--- src/flc_pkg.sv ---
package flc_pkg;

  localparam int unsigned MAX_HEIGHT = 128;
  localparam int unsigned ROW_LIMIT  = 64;
  localparam int unsigned TEX_BITS   = 6;

  localparam logic [7:0]  SH_RESET  = 8'(MAX_HEIGHT);
  localparam logic [23:0] DIST_MAX  = 24'hFF_FFFF;
  localparam logic [31:0] WGT_MAX   = 32'hFFFF_FFFF;

  // divider iteration counts: row distance has a 24-bit quotient, weight 32 bits
  localparam logic [5:0] DIST_STEPS = 6'd24;
  localparam logic [5:0] WGT_STEPS  = 6'd32;

  typedef logic [1:0] cfg_idx_t;
  localparam cfg_idx_t CFG_SCREEN_HEIGHT = 2'd0;
  localparam cfg_idx_t CFG_PLAYER_X      = 2'd1;
  localparam cfg_idx_t CFG_PLAYER_Y      = 2'd2;

  typedef struct packed {
    logic        start;
    logic [5:0]  steps;
    logic [31:0] num;
    logic [23:0] rem0;
    logic [23:0] den;
  } flc_div_req_t;

  typedef struct packed {
    logic        done;
    logic [31:0] quo;
  } flc_div_rsp_t;

  // low 16 bits of the interpolated position, then keep the texel index bits
  function automatic logic [TEX_BITS-1:0] tex_coord(input logic [15:0] player_lo,
                                                    input logic [15:0] prod_hi);
    logic [15:0] pos_lo;
    pos_lo = player_lo + prod_hi;
    return pos_lo[15 -: TEX_BITS];
  endfunction

endpackage

--- src/flc_div.sv ---
module flc_div import flc_pkg::*; (
  input  logic         clk,
  input  logic         rst_n,
  input  flc_div_req_t req,
  output flc_div_rsp_t rsp
);

  logic        busy_r, busy_nxt;
  logic [5:0]  cnt_r, cnt_nxt;
  logic [23:0] rem_r, rem_nxt;
  logic [31:0] num_r, num_nxt;
  logic [31:0] quo_r, quo_nxt;
  logic [23:0] den_r, den_nxt;

  logic [24:0] rem_sh;
  logic [24:0] rem_sub;
  logic        ge;

  // one restoring step: shift in the next dividend bit, subtract if it fits
  assign rem_sh  = {rem_r, num_r[31]};
  assign ge      = rem_sh >= {1'b0, den_r};
  assign rem_sub = rem_sh - {1'b0, den_r};

  always_comb begin
    busy_nxt = busy_r;
    cnt_nxt  = cnt_r;
    rem_nxt  = rem_r;
    num_nxt  = num_r;
    quo_nxt  = quo_r;
    den_nxt  = den_r;
    if (req.start) begin
      busy_nxt = 1'b1;
      cnt_nxt  = req.steps;
      rem_nxt  = req.rem0;
      num_nxt  = req.num;
      quo_nxt  = '0;
      den_nxt  = req.den;
    end else if (busy_r) begin
      if (cnt_r == '0) begin
        busy_nxt = 1'b0;
      end else begin
        cnt_nxt = cnt_r - 6'd1;
        rem_nxt = ge ? rem_sub[23:0] : rem_sh[23:0];
        num_nxt = {num_r[30:0], 1'b0};
        quo_nxt = {quo_r[30:0], ge};
      end
    end
  end

  always_ff @(posedge clk) begin
    if (!rst_n) begin
      busy_r <= 1'b0;
      cnt_r  <= '0;
    end else begin
      busy_r <= busy_nxt;
      cnt_r  <= cnt_nxt;
    end
  end

  always_ff @(posedge clk) begin
    rem_r <= rem_nxt;
    num_r <= num_nxt;
    quo_r <= quo_nxt;
    den_r <= den_nxt;
  end

  assign rsp.done = busy_r && (cnt_r == '0);
  assign rsp.quo  = quo_r;

endmodule

--- config.mk ---
export PLATFORM = sky130hd
export DESIGN_NAME = flc_div
export DESIGN_NICKNAME = d
export VERILOG_FILES = /design/src/flc_pkg.sv /design/src/flc_div.sv
export SDC_FILE = /design/constraint.sdc
export NUM_CORES = 1
export LEC_CHECK = 0
export BUFFER_PORTS_ARGS = -buffer_cell sky130_fd_sc_hd__buf_2
export CORE_AREA = 2 2 129 131
export DETAILED_ROUTE_END_ITERATION = 7
export DIE_AREA = 0 0 131 133
export PLACE_DENSITY_LB_ADDON = 0.25
export SLEW_MARGIN = 15
export SYNTH_ARGS = -nofsm -noshare
export SYNTH_HDL_FRONTEND = slang
export SYNTH_SLANG_ARGS = --single-unit
--- constraint.sdc ---
create_clock -name clk -period 3.06 [get_ports clk]
set_input_delay 0.765 -clock clk [delete_from_list [all_inputs] [get_ports clk]]
set_output_delay 0.765 -clock clk [all_outputs]
set_load 0.01 [all_outputs]
==> flow_results.xml <==
<?xml version="1.0" encoding="UTF-8"?>
<metrics>
  <group name="logic_synthesis">
    <metric name="net_count_of_the_mapped_netlist" unit="">714</metric>
    <metric name="synth_top_area_cell" unit="">edfxtp_1</metric>
    <metric name="synth-seq-area-share" unit="%">50.77</metric>
    <metric name="synth_cell_type_count" unit="">64</metric>
    <metric name="ys_dominant_reg_cell" unit="">edfxtp_1</metric>
    <metric name="netlist_top_cells_area" unit="">edfxtp_1, dfxtp_1, nand2_1</metric>
    <metric name="syn-cell-area" unit="um^2">6270</metric>
    <metric name="post_synth_inst_count" unit="">598</metric>
    <metric name="synth.ff_latch_count" unit="">119</metric>
    <metric name="synthArstFlopShare" unit="%">0</metric>
    <metric name="synth_warnings" unit="">0</metric>
    <metric name="mean_syn_cell_area" unit="um^2">10.48</metric>
    <metric name="synthDominantCellAreaShare" unit="%">38.32</metric>
    <metric name="number_of_flops_mapped_to_enable_cells_by_yosys" unit="">80</metric>
  </group>
  <group name="worst_setup_path">
    <metric name="crit-reg2reg-capture" unit="">rem_r[20]</metric>
    <metric name="arrival" unit="ns">3.00</metric>
    <metric name="critical_path.n_buffers_inverters" unit="">0</metric>
    <metric name="worstSetupEndpointType" unit="">flop</metric>
    <metric name="launch_point_of_the_worst_reg_to_reg_path" unit="">rem_r[16]</metric>
    <metric name="timing.critical_path.required" unit="ns">3.22</metric>
    <metric name="crit_fanout" unit="">9</metric>
    <metric name="setup_cp_type" unit="">flop to flop</metric>
    <metric name="path_delay_family" unit="">simple AND/OR/NAND/NOR gates</metric>
    <metric name="worst-r2r-cell-count" unit="">9</metric>
    <metric name="regToRegSetupSlack" unit="ns">0.22</metric>
    <metric name="path_cells" unit="">ha_1 -&gt; nand4_2 -&gt; nor2_1 -&gt; nand4_1 -&gt; o311ai_1 -&gt; o211ai_2 -&gt; and2_2 -&gt; and3_1 -&gt; a221o_1</metric>
    <metric name="start_kind" unit="">flop</metric>
    <metric name="timing.critical_path.slowest_cell_delay" unit="ns">0.41</metric>
    <metric name="cell_at_the_slowest_stage_of_the_critical_path" unit="">ha_1</metric>
  </group>
  <group name="power">
    <metric name="seq_power_share" unit="%">36.1</metric>
    <metric name="power.clock.fraction" unit="%">34.4</metric>
    <metric name="power.net_switching" unit="W">0.001763</metric>
    <metric name="internal_power" unit="W">0.003859</metric>
    <metric name="power.total" unit="W">0.005623</metric>
    <metric name="worst_ir_drop_vdd" unit="mV">0.4330</metric>
    <metric name="power.share.combinational" unit="%">29.5</metric>
    <metric name="power_leakage" unit="nW">3.309</metric>
    <metric name="switching_share" unit="%">31.36</metric>
    <metric name="power-per-cell-area" unit="nW/um^2">719.8</metric>
  </group>
  <group name="hold_path">
    <metric name="min_to" unit="">quo_r[31]</metric>
    <metric name="hold_depth" unit="">2</metric>
    <metric name="worst_hold_path_type" unit="">flop to flop</metric>
    <metric name="hold_start" unit="">quo_r[31]</metric>
  </group>
  <group name="drt">
    <metric name="routed_wl" unit="um">14320</metric>
    <metric name="routed-via-count" unit="">4848</metric>
    <metric name="drtAntennaViolNets" unit="">0</metric>
    <metric name="vias_per_cell" unit="">5.040</metric>
    <metric name="drtPass1Iterations" unit="">4</metric>
    <metric name="drt-initial-drc-count" unit="">239</metric>
    <metric name="number_of_remaining_drc_errors" unit="">0</metric>
    <metric name="wire_per_inst" unit="um">14.88</metric>
  </group>
  <group name="die">
    <metric name="floorplan.die.height" unit="um">133</metric>
    <metric name="fp.coreArea" unit="um^2">16170</metric>
    <metric name="io-pin-count" unit="">122</metric>
    <metric name="floorplan.rows" unit="">47</metric>
    <metric name="die_width" unit="um">131</metric>
    <metric name="design.die.area" unit="um^2">17420</metric>
    <metric name="starting_density_of_the_core" unit="%">38.77</metric>
  </group>
  <group name="timing">
    <metric name="final.setup_skew" unit="ns">0.01015</metric>
    <metric name="final-max-slew-violation-count" unit="">0</metric>
    <metric name="setup-violations-final" unit="">0</metric>
    <metric name="hold_slack" unit="ns">0.4526</metric>
    <metric name="max-slew-margin-rel" unit="%">66.90</metric>
    <metric name="fin_setup_tns" unit="ns">0</metric>
    <metric name="final.period_utilization" unit="%">92.87</metric>
    <metric name="final_hold_viol_count" unit="">0</metric>
    <metric name="layout_setup_ws" unit="ns">0.2181</metric>
    <metric name="timing.final.crit_period" unit="ns">2.842</metric>
    <metric name="rsz_0062_raised_after_global_routing" unit="">no</metric>
    <metric name="tightest_slew" unit="ns">0.4920</metric>
    <metric name="fmax" unit="GHz">0.3519</metric>
  </group>
  <group name="global_route">
    <metric name="antenna_violations_before_repair" unit="">0</metric>
    <metric name="grt-ovfl-total" unit="">0</metric>
    <metric name="total_global_routing_track_utilization" unit="%">17.25</metric>
    <metric name="grt_pass1_vias" unit="">4847</metric>
    <metric name="grt_max_degree" unit="">86</metric>
    <metric name="wire_length_of_the_first_global_routing_pass" unit="um">23630</metric>
  </group>
  <group name="clock_tree">
    <metric name="cts_max_level" unit="">4</metric>
    <metric name="ctsRootBufferMaster" unit="">clkbuf_16</metric>
    <metric name="clock_latency_on_the_worst_skew_pair" unit="ns">0.42</metric>
    <metric name="cts_buffers" unit="">17</metric>
    <metric name="clock_tree.buffer_depth" unit="">2</metric>
    <metric name="cts-hold-fix-buffers" unit="">0</metric>
    <metric name="cts_tree" unit="">yes</metric>
    <metric name="clk_transition_reported_paths" unit="ns">0.06</metric>
    <metric name="sink_count" unit="">119</metric>
  </group>
  <group name="layout">
    <metric name="num-fill-cells" unit="">1568</metric>
    <metric name="fin_util" unit="%">48.30</metric>
    <metric name="mostFrequentLayoutCells" unit="">buf_2, nand2_1, edfxtp_1</metric>
    <metric name="antennaDiodeCount" unit="">0</metric>
    <metric name="layout_commonest_cell" unit="">buf_2</metric>
    <metric name="post_route_cells_drive_above_1_share" unit="%">30.59</metric>
    <metric name="syn_to_final_growth" unit="%">24.59</metric>
    <metric name="nNetsFinal" unit="">845</metric>
  </group>
  <group name="placement">
    <metric name="post-place-ws" unit="ns">0.05530</metric>
    <metric name="place.detailed.hpwl" unit="um">10220</metric>
    <metric name="port_buffers" unit="">121</metric>
    <metric name="gpl.final_weighted_congestion" unit="">0.8494</metric>
  </group>
  <group name="status">
    <metric name="outcome" unit="">complete, no violations</metric>
  </group>
  <group name="job">
    <metric name="maxCapViolations" unit="">0</metric>
  </group>
</metrics>
metrics by stage:
step / std cells / area, um^2
final: 962 / 7811
after global routing: 962 / 7811
after CTS: 962 / 7772
after detailed placement: 930 / 7184
after global placement: 930 / 7184
after floorplan: 598 / 6270
final cells by class:
class	instances	area, um^2	share of cell area (%)
clock buffers	20	489.2	6.263
inverters	33	123.9	1.586
flip-flops and latches	119	3183	40.75
well taps	220	275.3	3.524
multi-input cells	416	2850	36.49
repair buffers	142	790.8	10.12
clock inverters	12	98.84	1.265
registers in the layout, indices dropped and copies added, names as in the netlist:
signal	flops
num_r	32
quo_r	32
den_r	24
rem_r	24
cnt_r	6
busy_r	1
tightest hold or removal path, stage by stage, from the launching register on:
cell and delay, ns:
dfxtp_1 0.31, nand2_1 0.05, a21oi_1 0.05
per-layer routing:
layer	global-route usage, %	vias to the layer above	wire length, um
li1	-	2418	-
met1	22.20	2289	6382
met2	26.80	129	6755
met3	6.672	12	1028
met4	5.260	0	153
met5	0	-	0
worst max path at each step:
stage | depth (start not counted) | endpoint | slack [ns] | start
2_1_floorplan | 5 | busy_r | 0.09 | req[86]
3_3_place_gp | 12 | rem_r[18] | 0.05 | num_r[31]
3_5_place_dp | 12 | rem_r[18] | 0.06 | num_r[31]
4_1_cts | 12 | rem_r[18] | 0.03 | num_r[31]
5_1_grt | 12 | rem_r[22] | 0.02 | num_r[31]
6_report | 9 | rem_r[20] | 0.22 | rem_r[16]
power by group through the flow:
stage                     combinational [W]  clock (W)  sequential (W)
after floorplan                     0.00123          0         0.00203
after global placement              0.00159          0         0.00206
after detailed placement            0.00162          0         0.00206
after CTS                           0.00163    0.00199         0.00203
after global routing                0.00185    0.00206         0.00205
final                               0.00166    0.00194         0.00203
cell usage after synthesis, drive strengths merged, types with 3 or more instances:
library cell	n
a31oi	14
dfxtp	39
clkbuf	19
ha	26
nand3	5
a21o	12
o21bai	3
a211oi	7
o31ai	3
buf	11
nor3	6
o211ai	4
xor2	9
mux2	31
inv	33
nor4	4
o311ai	3
edfxtp	80
nor2b	5
xnor2	12
nand2b	3
a311oi	3
nand4	4
nor2	22
and4b	3
mux2i	13
nand2	105
and3	6
a21oi	53
o21ai	25
and2	7
logic make-up after synthesis:
logic type	count (synthesis)	share of synthesized area, %
buffers and inverters	63	4.430
adder cells (fa/ha/maj)	27	5.508
XOR/XNOR	21	2.934
AND/OR/NAND/NOR	180	13.25
AO/OA/AOI/OAI	144	15.47
multiplexers	44	7.643
flip-flops	119	50.77
timing repair:
action | in CTS | in global routing
gates resized for setup | 0 | 7
buffers inserted | 0 | 0
setup endpoints to repair | 0 | 15
No activity file was read; power rests on OpenSTA's default activity.
